`config.mk`:
```
export PLATFORM = sky130hd
export DESIGN_NAME = pcm16_segment_level_qc
export DESIGN_NICKNAME = d
export VERILOG_FILES = /design/src/pslqc_pkg.sv /design/src/pslqc_front.sv /design/src/pslqc_seg.sv /design/src/pslqc_report.sv /design/src/pcm16_segment_level_qc.sv
export VERILOG_INCLUDE_DIRS = /design/src /design/src/src
export SDC_FILE = /design/constraint.sdc
export NUM_CORES = 1
export LEC_CHECK = 0
export CELL_PAD_IN_SITES_DETAIL_PLACEMENT = 1
export CELL_PAD_IN_SITES_GLOBAL_PLACEMENT = 2
export CORE_ASPECT_RATIO = 1.5
export CORE_MARGIN = 3
export CORE_UTILIZATION = 47
export DETAILED_ROUTE_END_ITERATION = 8
export DONT_BUFFER_PORTS = 1
export GPL_TIMING_DRIVEN = 1
export PLACE_DENSITY_LB_ADDON = 0.12
export SETUP_SLACK_MARGIN = 0.4
export SYNTH_ARGS = -nofsm -noshare
export SYNTH_HDL_FRONTEND = slang
export SYNTH_HIERARCHICAL = 1
export SYNTH_SLANG_ARGS = --single-unit
export TNS_END_PERCENT = 1
```
`constraint.sdc`:
```
create_clock -name clk -period 21.1 [get_ports clk]
set_input_delay 2.11 -clock clk [delete_from_list [all_inputs] [get_ports clk]]
set_output_delay 2.11 -clock clk [all_outputs]
set_load 0.005 [all_outputs]
```
`src/pcm16_segment_level_qc_assert.svh`:
```
// Assertion macros used by the top level of the level meter RTL.
// Needs a clock named clk and an active-low reset named arst_n in scope.
`ifndef PCM16_SEGMENT_LEVEL_QC_ASSERT_SVH
`define PCM16_SEGMENT_LEVEL_QC_ASSERT_SVH

// Condition holds in the same cycle as the trigger.
`define PSLQC_ASSERT_SAME(lbl, trig, cond, msg) \
	lbl: assert property (@(posedge clk) disable iff (!arst_n) (trig) |-> (cond)) \
		else $error(msg);

// Condition holds in the cycle after the trigger.
`define PSLQC_ASSERT_NEXT(lbl, trig, cond, msg) \
	lbl: assert property (@(posedge clk) disable iff (!arst_n) (trig) |=> (cond)) \
		else $error(msg);

`endif

```
`src/pslqc_pkg.sv`:
```
// Package for the PCM16 segment level meter: widths, register indexes and
// the structs passed between the stages. Depends on nothing.
`timescale 1ns / 1ps
`default_nettype none

package pslqc_pkg;

	localparam int SMP_W   = 16;
	localparam int RATE_W  = 19;
	localparam int CH_W    = 4;
	localparam int SQ_W    = 31;
	localparam int CLIP_W  = 25;
	localparam int EN_W    = 54;
	localparam int CNT_W   = 16;
	localparam int CFG_W   = 16;
	localparam int CFG_IDX_W = 2;

	localparam logic [CFG_IDX_W-1:0] REG_SILENT = 2'd0;
	localparam logic [CFG_IDX_W-1:0] REG_LOWPK  = 2'd1;
	localparam logic [CFG_IDX_W-1:0] REG_CLIP   = 2'd2;

	localparam logic [CFG_W-1:0] SILENT_RST = 16'd32;
	localparam logic [CFG_W-1:0] LOWPK_RST  = 16'd700;
	localparam logic [CFG_W-1:0] CLIP_RST   = 16'd32760;

	// One sample after the first stage.
	typedef struct packed {
		logic [SMP_W-1:0]  mag;
		logic [SQ_W-1:0]   sq;
		logic              clip;
		logic              last;
		logic [RATE_W-1:0] rate;
		logic [CH_W-1:0]   chans;
	} beat_t;

	// Segment figures including the current sample.
	typedef struct packed {
		logic [SMP_W-1:0]  peak;
		logic [CLIP_W-1:0] clips;
		logic [EN_W-1:0]   energy;
	} fig_t;

	// Stage control from the top level.
	typedef struct packed {
		logic adv;
		logic report;
	} ctl_t;

	typedef struct packed {
		logic [SMP_W-1:0]  segment_peak;
		logic [CLIP_W-1:0] segment_clipped_samples;
		logic [EN_W-1:0]   segment_energy;
		logic              is_silent;
		logic              is_low_peak;
		logic              has_clipping;
		logic              fmt_mismatch;
		logic [SMP_W-1:0]  total_peak;
		logic [CNT_W-1:0]  total_bad_segments;
		logic [CNT_W-1:0]  total_silent_segments;
		logic [CNT_W-1:0]  total_low_peak_segments;
		logic [CNT_W-1:0]  total_clipped_segments;
	} res_t;

	// Saturating increment of a segment total.
	function automatic logic [CNT_W-1:0] bump(input logic [CNT_W-1:0] c, input logic en);
		logic [CNT_W-1:0] r;
		r = c;
		if (en && (c != {CNT_W{1'b1}})) begin
			r = c + 1'b1;
		end
		return r;
	endfunction

endpackage

`default_nettype wire

```
`src/pslqc_front.sv`:
```
// Input stage: magnitude, square and clip test of each sample, registered.
// Uses pslqc_pkg.
`timescale 1ns / 1ps
`default_nettype none

module pslqc_front (
	input  wire logic                        clk,
	input  wire logic                        arst_n,
	input  wire logic                        accept,
	input  wire logic                        adv,
	input  wire logic [pslqc_pkg::SMP_W-1:0]  sample,
	input  wire logic                        last_in_segment,
	input  wire logic [pslqc_pkg::RATE_W-1:0] seg_rate,
	input  wire logic [pslqc_pkg::CH_W-1:0]   channels,
	input  wire logic [pslqc_pkg::CFG_W-1:0]  clip_thr,
	output      pslqc_pkg::beat_t            beat_s1,
	output      logic                        valid_s1
);
	import pslqc_pkg::*;

	logic [SMP_W-1:0]   mag;
	logic [2*SMP_W-1:0] prod;

	// The most negative sample wraps to 0x8000, which is its true magnitude.
	assign mag  = sample[SMP_W-1] ? (~sample + 1'b1) : sample;
	assign prod = {{SMP_W{1'b0}}, mag} * {{SMP_W{1'b0}}, mag};

	always_ff @(posedge clk or negedge arst_n) begin
		if (!arst_n) begin
			valid_s1 <= 1'b0;
		end else if (accept) begin
			valid_s1 <= 1'b1;
		end else if (adv) begin
			valid_s1 <= 1'b0;
		end
	end

	always_ff @(posedge clk) begin
		if (accept) begin
			beat_s1.mag   <= mag;
			beat_s1.sq    <= prod[SQ_W-1:0];
			beat_s1.clip  <= (mag >= clip_thr);
			beat_s1.last  <= last_in_segment;
			beat_s1.rate  <= seg_rate;
			beat_s1.chans <= channels;
		end
	end

endmodule

`default_nettype wire

```
`src/pslqc_seg.sv`:
```
// Segment accumulators: peak, clip count and saturating energy.
// Uses pslqc_pkg.
`timescale 1ns / 1ps
`default_nettype none

module pslqc_seg (
	input  wire logic             clk,
	input  wire logic             arst_n,
	input  wire pslqc_pkg::ctl_t  ctl,
	input  wire pslqc_pkg::beat_t beat,
	output      pslqc_pkg::fig_t  fig_n
);
	import pslqc_pkg::*;

	logic [SMP_W-1:0]  peak_q;
	logic [CLIP_W-1:0] clips_q;
	logic [EN_W-1:0]   energy_q;
	logic [EN_W:0]     esum;

	assign esum = {1'b0, energy_q} + (EN_W+1)'(beat.sq);

	always_comb begin
		fig_n.peak   = (beat.mag > peak_q) ? beat.mag : peak_q;
		fig_n.clips  = (beat.clip && (clips_q != {CLIP_W{1'b1}})) ? clips_q + 1'b1 : clips_q;
		fig_n.energy = esum[EN_W] ? {EN_W{1'b1}} : esum[EN_W-1:0];
	end

	always_ff @(posedge clk or negedge arst_n) begin
		if (!arst_n) begin
			peak_q   <= '0;
			clips_q  <= '0;
			energy_q <= '0;
		end else if (ctl.report) begin
			peak_q   <= '0;
			clips_q  <= '0;
			energy_q <= '0;
		end else if (ctl.adv) begin
			peak_q   <= fig_n.peak;
			clips_q  <= fig_n.clips;
			energy_q <= fig_n.energy;
		end
	end

endmodule

`default_nettype wire

```
`src/pslqc_report.sv`:
```
// Result stage: format check, classification, running totals and the
// output register. Uses pslqc_pkg.
`timescale 1ns / 1ps
`default_nettype none

module pslqc_report (
	input  wire logic                        clk,
	input  wire logic                        arst_n,
	input  wire pslqc_pkg::ctl_t             ctl,
	input  wire pslqc_pkg::fig_t             fig_n,
	input  wire logic [pslqc_pkg::RATE_W-1:0] rate,
	input  wire logic [pslqc_pkg::CH_W-1:0]   chans,
	input  wire logic [pslqc_pkg::CFG_W-1:0]  silent_thr,
	input  wire logic [pslqc_pkg::CFG_W-1:0]  low_thr,
	input  wire logic                        out_stall,
	output      logic                        out_valid,
	output      pslqc_pkg::res_t             res_q
);
	import pslqc_pkg::*;

	logic [RATE_W-1:0] exp_rate_q;
	logic [CH_W-1:0]   exp_ch_q;
	logic [SMP_W-1:0]  top_peak_q;
	logic [CNT_W-1:0]  bad_q;
	logic [CNT_W-1:0]  silent_q;
	logic [CNT_W-1:0]  lowpk_q;
	logic [CNT_W-1:0]  clipped_q;

	logic [RATE_W-1:0] rate_ref;
	logic [CH_W-1:0]   ch_ref;
	logic              mismatch;
	logic              silent;
	logic              lowp;
	logic              clipped;
	logic [SMP_W-1:0]  top_peak_n;

	// An unknown format takes the ending segment's own, so it matches.
	assign rate_ref   = (exp_rate_q != '0) ? exp_rate_q : rate;
	assign ch_ref     = (exp_rate_q != '0) ? exp_ch_q : chans;
	assign mismatch   = (rate != rate_ref) || (chans != ch_ref);
	assign silent     = (fig_n.peak <= silent_thr);
	assign lowp       = !silent && (fig_n.peak < low_thr);
	assign clipped    = (fig_n.clips != '0);
	assign top_peak_n = (fig_n.peak > top_peak_q) ? fig_n.peak : top_peak_q;

	always_ff @(posedge clk or negedge arst_n) begin
		if (!arst_n) begin
			out_valid  <= 1'b0;
			exp_rate_q <= '0;
			exp_ch_q   <= '0;
			top_peak_q <= '0;
			bad_q      <= '0;
			silent_q   <= '0;
			lowpk_q    <= '0;
			clipped_q  <= '0;
		end else if (ctl.report) begin
			out_valid  <= 1'b1;
			exp_rate_q <= rate_ref;
			exp_ch_q   <= ch_ref;
			top_peak_q <= top_peak_n;
			bad_q      <= bump(bad_q, mismatch);
			silent_q   <= bump(silent_q, silent);
			lowpk_q    <= bump(lowpk_q, lowp);
			clipped_q  <= bump(clipped_q, clipped);
		end else if (out_valid && !out_stall) begin
			out_valid  <= 1'b0;
		end
	end

	always_ff @(posedge clk) begin
		if (ctl.report) begin
			res_q.segment_peak            <= fig_n.peak;
			res_q.segment_clipped_samples <= fig_n.clips;
			res_q.segment_energy          <= fig_n.energy;
			res_q.is_silent               <= silent;
			res_q.is_low_peak             <= lowp;
			res_q.has_clipping            <= clipped;
			res_q.fmt_mismatch            <= mismatch;
			res_q.total_peak              <= top_peak_n;
			res_q.total_bad_segments      <= bump(bad_q, mismatch);
			res_q.total_silent_segments   <= bump(silent_q, silent);
			res_q.total_low_peak_segments <= bump(lowpk_q, lowp);
			res_q.total_clipped_segments  <= bump(clipped_q, clipped);
		end
	end

endmodule

`default_nettype wire

```
`src/pcm16_segment_level_qc.sv`:
```
// Top level of the PCM16 segment level meter and quality check.
// Uses pslqc_pkg, pslqc_front, pslqc_seg, pslqc_report and the assertion header.
//
//   Channel  Handshake             Payload
//   -------  --------------------  ---------------------------------------------
//   input    in_valid / in_stall   sample, last_in_segment, seg_rate, channels
//   output   out_valid / out_stall segment figures, flags and running totals
//   config   wr_en                 wr_index, wr_data
//
// One beat can be taken in every clock cycle while in_stall is low. A beat is
// first registered with its magnitude, square and clip test; from there it is
// folded into the segment accumulators and, when it ends a segment, its result
// is loaded into the output register, which raises out_valid.
// Reset clears accumulators, totals and the known format, and loads default thresholds.
// Input stalls only while a segment-ending beat waits behind a stalled result.
`timescale 1ns / 1ps
`default_nettype none
`include "pcm16_segment_level_qc_assert.svh"

module pcm16_segment_level_qc (
	input  wire logic                           clk,
	input  wire logic                           arst_n,
	input  wire logic                           in_valid,
	output      logic                           in_stall,
	input  wire logic [pslqc_pkg::SMP_W-1:0]     sample,
	input  wire logic                           last_in_segment,
	input  wire logic [pslqc_pkg::RATE_W-1:0]    seg_rate,
	input  wire logic [pslqc_pkg::CH_W-1:0]      channels,
	input  wire logic                           wr_en,
	input  wire logic [pslqc_pkg::CFG_IDX_W-1:0] wr_index,
	input  wire logic [pslqc_pkg::CFG_W-1:0]     wr_data,
	output      logic                           out_valid,
	input  wire logic                           out_stall,
	output      logic [pslqc_pkg::SMP_W-1:0]     segment_peak,
	output      logic [pslqc_pkg::CLIP_W-1:0]    segment_clipped_samples,
	output      logic [pslqc_pkg::EN_W-1:0]      segment_energy,
	output      logic                           is_silent,
	output      logic                           is_low_peak,
	output      logic                           has_clipping,
	output      logic                           fmt_mismatch,
	output      logic [pslqc_pkg::SMP_W-1:0]     total_peak,
	output      logic [pslqc_pkg::CNT_W-1:0]     total_bad_segments,
	output      logic [pslqc_pkg::CNT_W-1:0]     total_silent_segments,
	output      logic [pslqc_pkg::CNT_W-1:0]     total_low_peak_segments,
	output      logic [pslqc_pkg::CNT_W-1:0]     total_clipped_segments
);
	import pslqc_pkg::*;

	logic [CFG_W-1:0] silent_thr_q;
	logic [CFG_W-1:0] low_thr_q;
	logic [CFG_W-1:0] clip_thr_q;

	beat_t beat_s1;
	logic  valid_s1;
	ctl_t  ctl;
	fig_t  fig_n;
	res_t  res_q;
	logic  accept;
	logic  blocked;

	// Thresholds are to be written by the user only while the block is idle; the block itself does not enforce it.
	always_ff @(posedge clk or negedge arst_n) begin
		if (!arst_n) begin
			silent_thr_q <= SILENT_RST;
			low_thr_q    <= LOWPK_RST;
			clip_thr_q   <= CLIP_RST;
		end else if (wr_en) begin
			unique case (wr_index)
				REG_SILENT: silent_thr_q <= wr_data;
				REG_LOWPK:  low_thr_q    <= wr_data;
				REG_CLIP:   clip_thr_q   <= wr_data;
				default: ;
			endcase
		end
	end

	// Only a segment-ending beat needs the output register; every other beat
	// moves on into the accumulators regardless of the output side.
	assign blocked    = valid_s1 && beat_s1.last && out_valid && out_stall;
	assign ctl.adv    = valid_s1 && !blocked;
	assign ctl.report = ctl.adv && beat_s1.last;
	assign in_stall   = blocked;
	assign accept     = in_valid && !in_stall;

	pslqc_front u_front (
		.clk             (clk),
		.arst_n          (arst_n),
		.accept          (accept),
		.adv             (ctl.adv),
		.sample          (sample),
		.last_in_segment (last_in_segment),
		.seg_rate        (seg_rate),
		.channels        (channels),
		.clip_thr        (clip_thr_q),
		.beat_s1         (beat_s1),
		.valid_s1        (valid_s1)
	);

	pslqc_seg u_seg (
		.clk    (clk),
		.arst_n (arst_n),
		.ctl    (ctl),
		.beat   (beat_s1),
		.fig_n  (fig_n)
	);

	pslqc_report u_report (
		.clk        (clk),
		.arst_n     (arst_n),
		.ctl        (ctl),
		.fig_n      (fig_n),
		.rate       (beat_s1.rate),
		.chans      (beat_s1.chans),
		.silent_thr (silent_thr_q),
		.low_thr    (low_thr_q),
		.out_stall  (out_stall),
		.out_valid  (out_valid),
		.res_q      (res_q)
	);

	assign segment_peak            = res_q.segment_peak;
	assign segment_clipped_samples = res_q.segment_clipped_samples;
	assign segment_energy          = res_q.segment_energy;
	assign is_silent               = res_q.is_silent;
	assign is_low_peak             = res_q.is_low_peak;
	assign has_clipping            = res_q.has_clipping;
	assign fmt_mismatch            = res_q.fmt_mismatch;
	assign total_peak              = res_q.total_peak;
	assign total_bad_segments      = res_q.total_bad_segments;
	assign total_silent_segments   = res_q.total_silent_segments;
	assign total_low_peak_segments = res_q.total_low_peak_segments;
	assign total_clipped_segments  = res_q.total_clipped_segments;

	// A new result never overwrites one that is still being held.
	`PSLQC_ASSERT_SAME(a_report_free, ctl.report, !out_valid || !out_stall, "result overwritten")
	`PSLQC_ASSERT_NEXT(a_report_shown, ctl.report, out_valid, "result not presented")
	`PSLQC_ASSERT_SAME(a_stall_cause, in_stall, valid_s1 && beat_s1.last, "spurious input stall")
	`PSLQC_ASSERT_SAME(a_flags_excl, out_valid, !(is_silent && is_low_peak), "silent and low peak")
	`PSLQC_ASSERT_SAME(a_clip_total, out_valid && has_clipping, total_clipped_segments != '0,
		"clipped total missed")

endmodule

`default_nettype wire

```
== Word level (Yosys, flattened, before mapping) ==
Cells that the tools add are included.

* Output and inout port bits: 181
* Bits in registers: 499
* Logic and storage cells: 103

* Add/subtract/negate cells: 7
* Muxes and demuxes: 21
* Reduce and logical (&&, ||, !) cells: 26
* Bitwise operators: 1
* Multiply operators: 1
* Equality and inequality tests: 9
* Order comparisons: 5

{| class="wikitable"
|+ Operators with widths
! kind !! number
|-
| 54-bit 2-to-1 mux || 3
|-
| 16-bit 2-to-1 mux || 9
|-
| 16-bit by 1-bit adder with 16-bit output (second input constant) || 5
|-
| 25-bit 2-to-1 mux || 3
|-
| 16-bit != test (second input constant) || 4
|-
| 54-bit by 31-bit adder with 55-bit output || 1
|-
| 16-bit greater-than comparator || 2
|-
| 16-bit by 16-bit multiplier with 31-bit output || 1
|-
| 25-bit by 1-bit adder with 25-bit output (second input constant) || 1
|-
| 25-bit != test (second input constant) || 1
|-
| 25-bit nonzero test || 1
|-
| 19-bit 2-to-1 mux || 1
|-
| 19-bit != test || 1
|-
| 19-bit nonzero test || 1
|-
| 16-bit >= comparator || 1
|-
| 16-bit less-or-equal comparator || 1
|-
| 16-bit less-than comparator || 1
|-
| 16-bit inverter || 1
|-
| 1-bit logical AND || 13
|-
| 2-bit AND reduction || 3
|-
| 2-bit nonzero test || 3
|-
| 1-bit 2-to-1 mux || 4
|-
| 4-bit 2-to-1 mux || 1
|-
| 4-bit != test || 1
|-
| 5 further kinds || 7
|}

== Longest topological paths before layout ==
Gate-level depths: netlist of the first run.

* Depth after elaboration: 7
* Mapped depth: 29
* Gate-level depth less buffers: 28

== Cells and area by module ==
Netlist of the first run, hierarchy kept.

{| class="wikitable"
|+ Modules (own cells, without submodules)
! module !! times used !! area each (um2) !! cells each
|-
| pslqc_report || 1 || 12638.4 || 964
|-
| pslqc_front || 1 || 9825.7 || 966
|-
| pslqc_seg || 1 || 7759.9 || 933
|-
| pcm16_segment_level_qc || 1 || 1873.0 || 108
|}

== Worst setup path after synthesis of the first run ==
No wires, ideal clock.

* Kind: input-to-reg
* From: in out_stall
* To: reg u_report.exp_ch_q[1]
* Arrival time: 13267 ps
* Stages on the path: 6
* Path slack: 7709 ps
* Setup time: 125 ps
* Required time: 20975 ps
* Path through: a21oi_1 > buf_2 > clkinv_1 > nor4_1 > clkbuf_1 > mux2_2

* Word-level cells in the longest chain between the ends: 4

{| class="wikitable"
|+ RTL lines
! item !! line !! text
|-
| start, declared || pcm16_segment_level_qc.sv:33 || <nowiki>input wire logic out_stall,</nowiki>
|-
| 1-bit logical AND || pcm16_segment_level_qc.sv:79 || <nowiki>assign blocked = valid_s1 && beat_s1.last && out_valid && out_stall;</nowiki>
|-
| 1-bit zero test || pcm16_segment_level_qc.sv:80 || <nowiki>assign ctl.adv = valid_s1 && !blocked;</nowiki>
|-
| 1-bit logical AND || pcm16_segment_level_qc.sv:80 ||
|-
| 1-bit logical AND || pcm16_segment_level_qc.sv:81 || <nowiki>assign ctl.report = ctl.adv && beat_s1.last;</nowiki>
|-
| end signal, assigned || pslqc_report.sv:59 || <nowiki>exp_ch_q <= ch_ref;</nowiki>
|-
| end, declared || pslqc_report.sv:22 || <nowiki>logic [CH_W-1:0] exp_ch_q;</nowiki>
|}

Every way passes these cells.
A chain may end at the register's enable or synchronous reset.

== Final worst setup path of the first run ==
* From: in sample[0] (netlist name)
* To: reg, netlist name u_front/beat_s1[55]

* Word-level cells in the longest chain between the ends: 4

{| class="wikitable"
|+ RTL lines
! item !! line !! text
|-
| start, declared || pcm16_segment_level_qc.sv:25 || <nowiki>input wire logic [pslqc_pkg::SMP_W-1:0] sample,</nowiki>
|-
| 16-bit inverter || pslqc_front.sv:25 || <nowiki>assign mag = sample[SMP_W-1] ? (~sample + 1'b1) : sample;</nowiki>
|-
| 16-bit by 1-bit adder with 16-bit output || pslqc_front.sv:25 ||
|-
| 16-bit 2-to-1 mux || pslqc_front.sv:25 ||
|-
| via u_front.mag[12] || pslqc_front.sv:21 || <nowiki>logic [SMP_W-1:0] mag;</nowiki>
|-
| 16-bit by 16-bit multiplier with 31-bit output || pslqc_front.sv:26 || <nowiki>assign prod = {{SMP_W{1'b0}}, mag} * {{SMP_W{1'b0}}, mag};</nowiki>
|-
| via u_front.prod[30] || pslqc_front.sv:22 || <nowiki>logic [2*SMP_W-1:0] prod;</nowiki>
|}

The timed path passes the listed nets, and every way through them passes these cells.

==> results of run 1 <==
==> worst max-delay path: stages <==
cell and delay, ns:
inv_1 0.40, ha_1 0.39, nand2_1 0.13, o21ai_0 0.23, xor2_1 0.58, clkinv_1 0.64
nand2_1 0.26, fa_1 0.45, fa_1 0.50, inv_1 0.05, fa_1 0.53, fa_1 0.44
fa_1 0.54, inv_1 0.05, fa_1 0.53, inv_1 0.04, ha_1 0.36, a21o_1 0.23
o21bai_1 0.16, a311oi_1 0.38, a2111oi_0 0.21, o32a_1 0.44, or4_1 0.53, nand3_1 0.10
==> layer usage <==
layer | global-route usage (%) | vias to the layer above | share of wire [%] | wire [µm]
li1 | - | 10127 | - | -
met1 | 27.0 | 11263 | 38 | 32900
met2 | 45.9 | 365 | 54 | 47300
met3 | 3.48 | 170 | 3.2 | 2820
met4 | 10.4 | 4 | 4.7 | 4090
met5 | 0 | - | 0.030 | 26
==> Yosys cell counts (83+ instances only) <==
library cell	number	area, µm²
nor2_1	219	822
dfrtp_1	229	5730
nand2_1	254	953
xnor2_1	149	1310
a21oi_1	118	591
ha_1	209	2620
edfxtp_1	249	7480
mux2_2	116	1310
nand3_1	83	415
fa_1	165	3300
inv_1	366	1370
xor2_1	88	771
==> cells by family (layout without fill, tap and decap cells) <==
kind of cell	after synthesis	after routing	share of synthesized area, %
simple gates	851	851	13.0
flops	497	497	42.7
buf+inv	477	494	5.84
compound gates	394	394	8.67
fa+ha+maj	374	374	18.4
xor+xnor	240	240	6.65
mux	136	136	4.70
other cells	2	12	0.0234
==> metrics by stage <==
stage	util (%)	cell area [µm²]	hold WS, ns	power (mW)	cells
final	51.8	34800	0.488	6.87	3883
after global routing	51.8	34800	0.509	7.53	3883
after CTS	51.8	34800	0.490	6.99	3883
after detailed placement	49.1	33000	0.473	5.95	3789
after global placement	49.1	33000	0.462	5.83	3789
after floorplan	-	32100	0.451	4.70	2981
==> where the power goes <==
part	switching, mW	internal [mW]
sequential	0.168	1.46
clock	0.404	0.579
combinational	2.56	1.69
==> flip-flops by register name, indices dropped and copies added (netlist names), 4 cells and up <==
signal / cells
u_seg/peak_q: 16
u_report/bad_q: 16
low_thr_q: 16
u_report/lowpk_q: 16
u_seg/clips_q: 25
u_report/exp_ch_q: 4
u_report/clipped_q: 16
u_report/top_peak_q: 16
u_front/beat_s1: 70
clip_thr_q: 16
silent_thr_q: 16
u_report/silent_q: 16
u_report/res_q: 179
u_seg/energy_q: 54
u_report/exp_rate_q: 19
==> worst max-delay path by stage <==
stage,startpoint,endpoint,slack [ns],cells after the start
2_1_floorplan,out_stall,u_report/exp_ch_q[1],7.71,6
3_3_place_gp,sample[0],u_front/beat_s1[55],10.95,24
3_5_place_dp,sample[0],u_front/beat_s1[55],10.68,24
4_1_cts,sample[0],u_front/beat_s1[55],11.29,24
5_1_grt,sample[0],u_front/beat_s1[55],10.76,24
6_report,sample[0],u_front/beat_s1[55],11.25,24
==> cell type report <==
cell class	count	area share, %
inverters	379	4.09
repair buffers	21	0.489
flip-flops and latches	497	39.4
clock buffers	59	3.93
well taps	885	3.18
multi-input cells	2007	47.7
clock inverters	35	1.28
==> results.cfg, run 1 <==
[drt]
routedWlPerCell_um = 22.4
drcViolationCount = 0
vias_per_cell = 5.65
drt_pass1_iterations = 5
drtIter0Drc = 1042
vias = 21929
wl_mm = 87.2
ant_nets = 0

[floorplan]
rows = 116
die_x_um = 219
die-height_um = 326
dieArea_um2 = 71500
coreArea_um2 = 67200
io_pins = 244
initial_utilization_pct = 47.8

[global_route]
antenna_found_initial = 2
grt_pass1_wl_mm = 137
grt_pass1_vias = 24209
grt_start_max_net_pins = 249
overflow = 0
track_usage_pct = 24.4

[clock_network]
cts_resized = 0
postCtsSetupBuffers = 0
clkSinkCount = 497
root_buffer = clkbuf_16
clk_latency_ns = 0.61
cts_buffers = 50
cts_hold_buf = 0
clk_path_buf_depth = 3
path_clk_slew_ns = 0.06
cts_tree = built
htree_levels = 2

[timing]
setup_violations = 0
maxSlewViolCount = 0
max_freq_mhz = 102
fin_crit_sh_pct = 46.7
final.setup.tns_ns = 0
hold_violations = 0
fin_crit_ns = 9.85
fin_worst_skew_ns = 0.0275
rsz0062_at_grt = false
setup_ws_ns = 11.25
worst_pin_slew_ns = 1.24
worst_slew_margin_rel_pct = 17.4

[setup_path]
r2r_cells = 17
worstReg2RegEnd = u_report/res_q[30]
crit_type = in -> reg
timing.rr.start = u_front/beat_s1[65]
crit_path_start_kind = input pin
crit_arrival_ns = 10.31
end_kind = register
cp.required_ns = 21.56
reg2reg_slack_ns = 15.09
path_max_fanout = 17

[power]
peakVddDrop_v = 0.000519
p_leak_nw = 15.4
p_per_area_nw_per_um2 = 197

[synth]
ys_ff_latch = 497
synth-main-ff-cell = edfxtp_1
yosysWarnings = 6
syn-instance-count = 2971
synth_area_um2 = 32100
synthArstFlopShare_pct = 49.9
ys_types = 102
synth_seq_area_share_pct = 42.7
syn-mean-instance-area_um2 = 10.8
synth-edff-count = 249

[min_path]
holdPathStages = 1
min_to = u_report/exp_rate_q[3]
hold_start = u_front/beat_s1[7]
min_path_type = reg -> reg

[cells_and_area]
area_delta_synth_final_pct = 8.49
antennaDiodeCount = 0
seq_area_um2 = 13700
layout_commonest_cell = inv_1
fillerInstances = 7192
multi_input_area_um2 = 16600
final_cell_mix = inv_1 (366), nand2_1 (254), edfxtp_1 (249)
nNetsFinal = 3393
drive_above_1_share_pct = 10.2

[placed_design]
gp_congestion = 0.897
dp_slack_ns = 10.68
port-buffer-count = 0
dp_hpwl_mm = 65.6

[status]
status = complete, no violations

[job]
cap_violations = 0
Power figures use the tool's default switching activity.
==> run 2, diff against run 1 <==
--- a/config.mk
+++ b/config.mk
@@ -10,7 +10,7 @@
 export CELL_PAD_IN_SITES_GLOBAL_PLACEMENT = 2
 export CORE_ASPECT_RATIO = 1.5
 export CORE_MARGIN = 3
-export CORE_UTILIZATION = 47
+export CORE_UTILIZATION = 43
 export DETAILED_ROUTE_END_ITERATION = 8
 export DONT_BUFFER_PORTS = 1
 export GPL_TIMING_DRIVEN = 1
==> constraint.sdc (replaced) <==
create_clock -name clk -period 10.3 [get_ports clk]
set_input_delay 1.03 -clock clk [delete_from_list [all_inputs] [get_ports clk]]
set_output_delay 1.03 -clock clk [all_outputs]
set_load 0.005 [all_outputs]
==> run 2 against run 1 <==
Core utilization is 4.5 points lower. Critical endpoint unchanged. Non-clock buffer count is 3 higher. Sequential power is 100% higher. Combinational power is 100% higher. Count of clock-buffer cells in the layout stayed put. Setup slack worse by 9.7 ns. Largest cell class unchanged. Critical path depth is 3 higher. Design area is 0.36% higher. First-iteration DRC count is 8.9% lower. Sequential cell count stayed put.
==> results.cfg, run 2 (synthesis gave the netlist of run 1 again) <==
[global_route]
track_usage_pct = 22.1
antenna_found_initial = 1
grt_pass1_wl_mm = 136
grt_start_max_net_pins = 249
grt_pass1_vias = 23754
overflow = 0

[clock_network]
postCtsSetupBuffers = 0
clkSinkCount = 497
htree_levels = 2
cts_hold_buf = 0
path_clk_slew_ns = 0.06
cts_resized = 0
cts_buffers = 51
cts_tree = built
clk_latency_ns = 0.63
root_buffer = clkbuf_16
clk_path_buf_depth = 3

[timing]
fin_crit_sh_pct = 85.0
fin_crit_ns = 8.76
max_freq_mhz = 114
worst_slew_margin_rel_pct = 26.7
rsz0062_at_grt = false
final.setup.tns_ns = 0
worst_pin_slew_ns = 1.09
hold_violations = 0
maxSlewViolCount = 0
setup_violations = 0
fin_worst_skew_ns = 0.0239

[placed_design]
port-buffer-count = 0
dp.cells = 3899
dp_hpwl_mm = 65.6
gp_congestion = 0.861

[cells_and_area]
regMostFlops = u_report/res_q
final_cell_mix = inv_1 (366), nand2_1 (254), edfxtp_1 (249)
drive_above_1_share_pct = 10.4
layout_commonest_cell = inv_1
antennaDiodeCount = 0
fillerInstances = 7999
nNetsFinal = 3397
final_cell_count_no_fill = 3995
reg_top3 = u_report/res_q x179, u_front/beat_s1 x70, u_seg/energy_q x54
largest_register_ffs = 179
area_delta_synth_final_pct = 8.88

[power]
p_comb_share_pct = 62.1
peakVddDrop_v = 0.000887
p_seq_share_pct = 23.7
p_leak_nw = 15.4
swShare_pct = 45.6
total_power_mw = 14.0
power.switching_mw = 6.40
intPower_mw = 7.62
p_per_area_nw_per_um2 = 401
clkPwrFrac_pct = 14.2

[job]
cap_violations = 0

[drt]
vias_per_cell = 5.45
drcViolationCount = 0
drt_pass1_iterations = 5
routedWlPerCell_um = 21.6
drtIter0Drc = 949
wl_mm = 86.2
vias = 21771
ant_nets = 0

[setup_path]
r2r_cells = 19
reg2reg_slack_ns = 4.35
cp-startpoint = sample[4]
path_max_fanout = 10
critPathMaxStageDelay_ns = 0.69
crit_path_start_kind = input pin
cp.required_ns = 10.79
crit_type = in -> reg
timing.rr.start = u_front/beat_s1[65]
crit_arrival_ns = 9.25
worstReg2RegEnd = u_report/res_q[30]
end_kind = register
crit_slowest_cell = clkinv_1

[floorplan]
initial_utilization_pct = 43.4
dieArea_um2 = 78000
die_x_um = 229
io_pins = 244
rows = 122
coreArea_um2 = 73900
die-height_um = 341

[status]
status = complete, no violations

[min_path]
min_path_type = in -> async
## run 2: cell count changes in the layout (fill, tap and decap cells not counted), moves of 2 or more
| cell | before | now |
|---|---|---|
| buf_4 | 20 | 24 |
| clkinv_2 | 7 | 10 |
| clkinv_8 | 0 | 2 |
| inv_6 | 4 | 2 |
| clkbuf_1 | 4 | 7 |
| clkinv_1 | 12 | 9 |
| clkbuf_16 | 53 | 51 |
| clkinvlp_4 | 5 | 7 |
## run 2: per-stage QoR
| step | hold slack [ns] | util, % | area [µm²] | setup WS, ns |
|---|---|---|---|---|
| final | 0.110 | 47.3 | 34900 | 1.54 |
| after global routing | 0.0675 | 47.3 | 34900 | 0.997 |
| after detailed placement | 0.489 | 44.9 | 33100 | 0.961 |
| after global placement | 0.464 | 44.9 | 33100 | 1.06 |
| after CTS | 0.0634 | 47.3 | 34900 | 1.63 |
| after floorplan | 0.451 | - | 32100 | 1.81 |
## run 2: worst max-delay path by stage
| stage | end | cells past startpoint |
|---|---|---|
| after detailed placement | u_front/beat_s1[55] | 26 |
| final | u_front/beat_s1[55] | 27 |
| after floorplan | u_report/exp_ch_q[1] | 6 |
| after global placement | u_front/beat_s1[55] | 26 |
| after CTS | u_front/beat_s1[55] | 26 |
| after global routing | u_front/beat_s1[55] | 25 |
## run 2: power by group through the flow
stage / combinational, mW / clock [mW] / sequential (mW)
floorplan: 6.40 / 0 / 3.22
global placement: 8.57 / 0 / 3.36
detailed placement: 8.81 / 0 / 3.37
CTS: 8.88 / 2.06 / 3.34
global route: 9.88 / 2.14 / 3.37
finish: 8.70 / 1.99 / 3.32
## run 2: layer usage
| layer | global-route usage, % | share of wire, % |
|---|---|---|
| met1 | 25.4 | 39 |
| met2 | 41.5 | 54 |
| met3 | 2.74 | 3.0 |
| met4 | 8.74 | 4.2 |
| met5 | 0 | 0.013 |
## run 2: area by class of cell
cell class | count | area (µm²) | share of cell area, %
clock inverter | 37 | 480 | 1.37
sequential | 497 | 13700 | 39.2
timing repair buffer | 24 | 180 | 0.516
inverter | 379 | 1430 | 4.08
multi-input combinational | 2007 | 16600 | 47.5
clock buffer | 59 | 1320 | 3.77
tap | 992 | 1240 | 3.55
## run 2: worst max-delay path, delay by kind of cell
kind / cells / cell delay (ns)
adders and majority gates: 7 / 3.07
and+or+nand+nor: 6 / 1.92
AOI/OAI and AO/OA: 6 / 1.79
buffers and inverters: 7 / 0.99
xor gates and xnor gates: 1 / 0.41
==> run 3, diff against run 2 <==
--- a/config.mk
+++ b/config.mk
@@ -18,6 +18,5 @@
 export SETUP_SLACK_MARGIN = 0.4
 export SYNTH_ARGS = -nofsm -noshare
 export SYNTH_HDL_FRONTEND = slang
-export SYNTH_HIERARCHICAL = 1
 export SYNTH_SLANG_ARGS = --single-unit
 export TNS_END_PERCENT = 1
==> run 3 against run 2 <==
Worst hold slack improved by 0.0055 ns. Via count fell by 0.83%. First-iteration DRC count rose by 5.3%. Cell count fell by 1.6%. Power fell by 12%. Count of clock-buffer cells in the layout fell by 1. Design area fell by 1.9%. Non-clock buffer count rose by 12. Core utilization rose by 0.35 points. Die area fell by 2.1%. Maximum frequency fell by 1.5%.
==> results.cfg, run 3 <==
[status]
status = complete, no violations

[global_route]
track_usage_pct = 22.4
antenna_found_initial = 0
grt_start_max_net_pins = 249
grt_pass1_vias = 23755
overflow = 0
grt_pass1_wl_mm = 135

[synth]
yosysTopAreaCell = edfxtp_1
yosysMostFrequentCell = inv_1
ys_top_cells_by_count = inv_1 (381), nand2_1 (333), edfxtp_1 (249)
synth_area_um2 = 31400
synth_top_area_share_pct = 23.8
synth-edff-count = 249
synth_seq_area_share_pct = 43.6
ys_types = 83
syn-instance-count = 2985
ys_ff_latch = 497
synth-main-ff-cell = edfxtp_1
yosysWarnings = 0
synth_area_leaders = edfxtp_1 (24%), dfrtp_1 (18%), fa_1 (11%)
synthArstFlopShare_pct = 49.9
syn-mean-instance-area_um2 = 10.5

[cells_and_area]
multi_input_area_um2 = 15900
nNetsFinal = 3411
antennaDiodeCount = 0
largest_register_ffs = 179
regMostFlops = u_report.res_q
layout_commonest_cell = inv_1
reg_top3 = u_report.res_q x179, u_front.beat_s1 x70, u_seg.energy_q x54
drive_above_1_share_pct = 7.29
area_delta_synth_final_pct = 9.10
fin_area_um2 = 34300
seq_area_um2 = 13700
fin_util_pct = 47.6
fillerInstances = 7796
final_cell_mix = inv_1 (380), nand2_1 (332), edfxtp_1 (249)

[clock_network]
cts_resized = 0
cts_tree = built
cts_buffers = 51
htree_levels = 2
path_clk_slew_ns = 0.07
cts_hold_buf = 0
postCtsSetupBuffers = 0
clkSinkCount = 497
clk_latency_ns = 0.62
clk_path_buf_depth = 3
root_buffer = clkbuf_16

[setup_path]
critPathMaxStageDelay_ns = 0.55
end_kind = register
path_max_fanout = 11
r2r_cells = 17
crit_slowest_cell = fa_1
cp-startpoint = sample[1]
crit_type = in -> reg
worstReg2RegEnd = u_report.res_q[39]
timing.rr.start = u_front.beat_s1[70]
cp.required_ns = 10.64
crit_path_start_kind = input pin
crit_arrival_ns = 9.23
reg2reg_slack_ns = 4.23

[power]
p_per_area_nw_per_um2 = 362
p_leak_nw = 15.5
power.switching_mw = 5.34
p_seq_share_pct = 25.4
intPower_mw = 7.06
p_comb_share_pct = 58.8
peakVddDrop_v = 0.000298
swShare_pct = 43.1
clkPwrFrac_pct = 15.8

[job]
cap_violations = 0

[drt]
drtIter0Drc = 999
drcViolationCount = 0
ant_nets = 0
wl_mm = 84.7
vias = 21591
vias_per_cell = 5.49
drt_pass1_iterations = 5
routedWlPerCell_um = 21.5

[floorplan]
dieArea_um2 = 76400
rows = 120
coreArea_um2 = 71900
die-height_um = 337
io_pins = 244
initial_utilization_pct = 43.7
die_x_um = 227

[placed_design]
gp_congestion = 0.873
dp_hpwl_mm = 63.3
port-buffer-count = 0
place_area_um2 = 32500

[timing]
fin_worst_skew_ns = 0.0365
max_freq_mhz = 112
hold_violations = 0
maxSlewViolCount = 0
rsz0062_at_grt = false
fin_crit_sh_pct = 86.3
final.setup.tns_ns = 0
worst_slew_margin_rel_pct = 15.4
setup_violations = 0
fin_crit_ns = 8.89
worst_pin_slew_ns = 1.27

[min_path]
min_path_type = in -> async
run 3: logic make-up after synthesis:
kind of cell,Yosys count,share of synthesized area [%]
xor+xnor,240,6.69
simple gates,823,12.4
compound gates,491,10.2
fa+ha+maj,375,18.9
buf+inv,496,6.01
other cells,2,0.0239
flops,497,43.6
mux,61,2.17
run 3: layer usage:
| metal | share of wire, % | GRT usage [%] | routed length (µm) | vias up |
|---|---|---|---|---|
| li1 | - | - | - | 10174 |
| met3 | 3.2 | 2.84 | 2730 | 128 |
| met1 | 41 | 27.0 | 35100 | 10956 |
| met5 | 0 | 0 | 0 | - |
| met4 | 2.9 | 6.53 | 2480 | 0 |
| met2 | 52 | 41.4 | 44300 | 333 |
run 3: area by class of cell:
| cell class | instances | share of cell area [%] |
|---|---|---|
| clock buffers | 58 | 3.92 |
| clock inverters | 38 | 1.31 |
| inverters | 386 | 4.25 |
| multi-input cells | 2001 | 46.4 |
| flip-flops and latches | 497 | 40.0 |
| well taps | 915 | 3.34 |
| repair buffers | 36 | 0.789 |
run 3: how the worst max path moves through the flow:
stage	endpoint	slack [ns]
2_1_floorplan	u_front.beat_s1[55]	1.24
3_5_place_dp	u_front.beat_s1[55]	0.71
5_1_grt	u_front.beat_s1[53]	0.76
3_3_place_gp	u_front.beat_s1[55]	0.91
4_1_cts	u_front.beat_s1[55]	1.35
6_report	u_front.beat_s1[55]	1.41
run 3: power groups by stage:
stage	logic, mW	registers [mW]	clock network (mW)
CTS	7.42	3.15	2.02
global route	8.39	3.19	2.09
finish	7.29	3.15	1.96
detailed placement	7.36	3.19	0
global placement	7.13	3.18	0
floorplan	5.62	3.07	0
run 3: critical path, delay by kind of cell:
family          cells  cell delay (ns)
compound gates      8             2.04
xor+xnor            2             0.19
simple gates        6             1.56
buf+inv             7             0.73
fa+ha+maj           8             3.66
run 3: stage by stage:
stage | total power [mW] | instances | setup slack [ns] | hold WS (ns)
finish | 12.4 | 3931 | 1.41 | 0.115
global route | 13.7 | 3931 | 0.757 | 0.0759
CTS | 12.6 | 3931 | 1.35 | 0.0750
detailed placement | 10.5 | 3835 | 0.706 | 0.471
global placement | 10.3 | 3835 | 0.907 | 0.462
floorplan | 8.69 | 2994 | 1.24 | 0.452
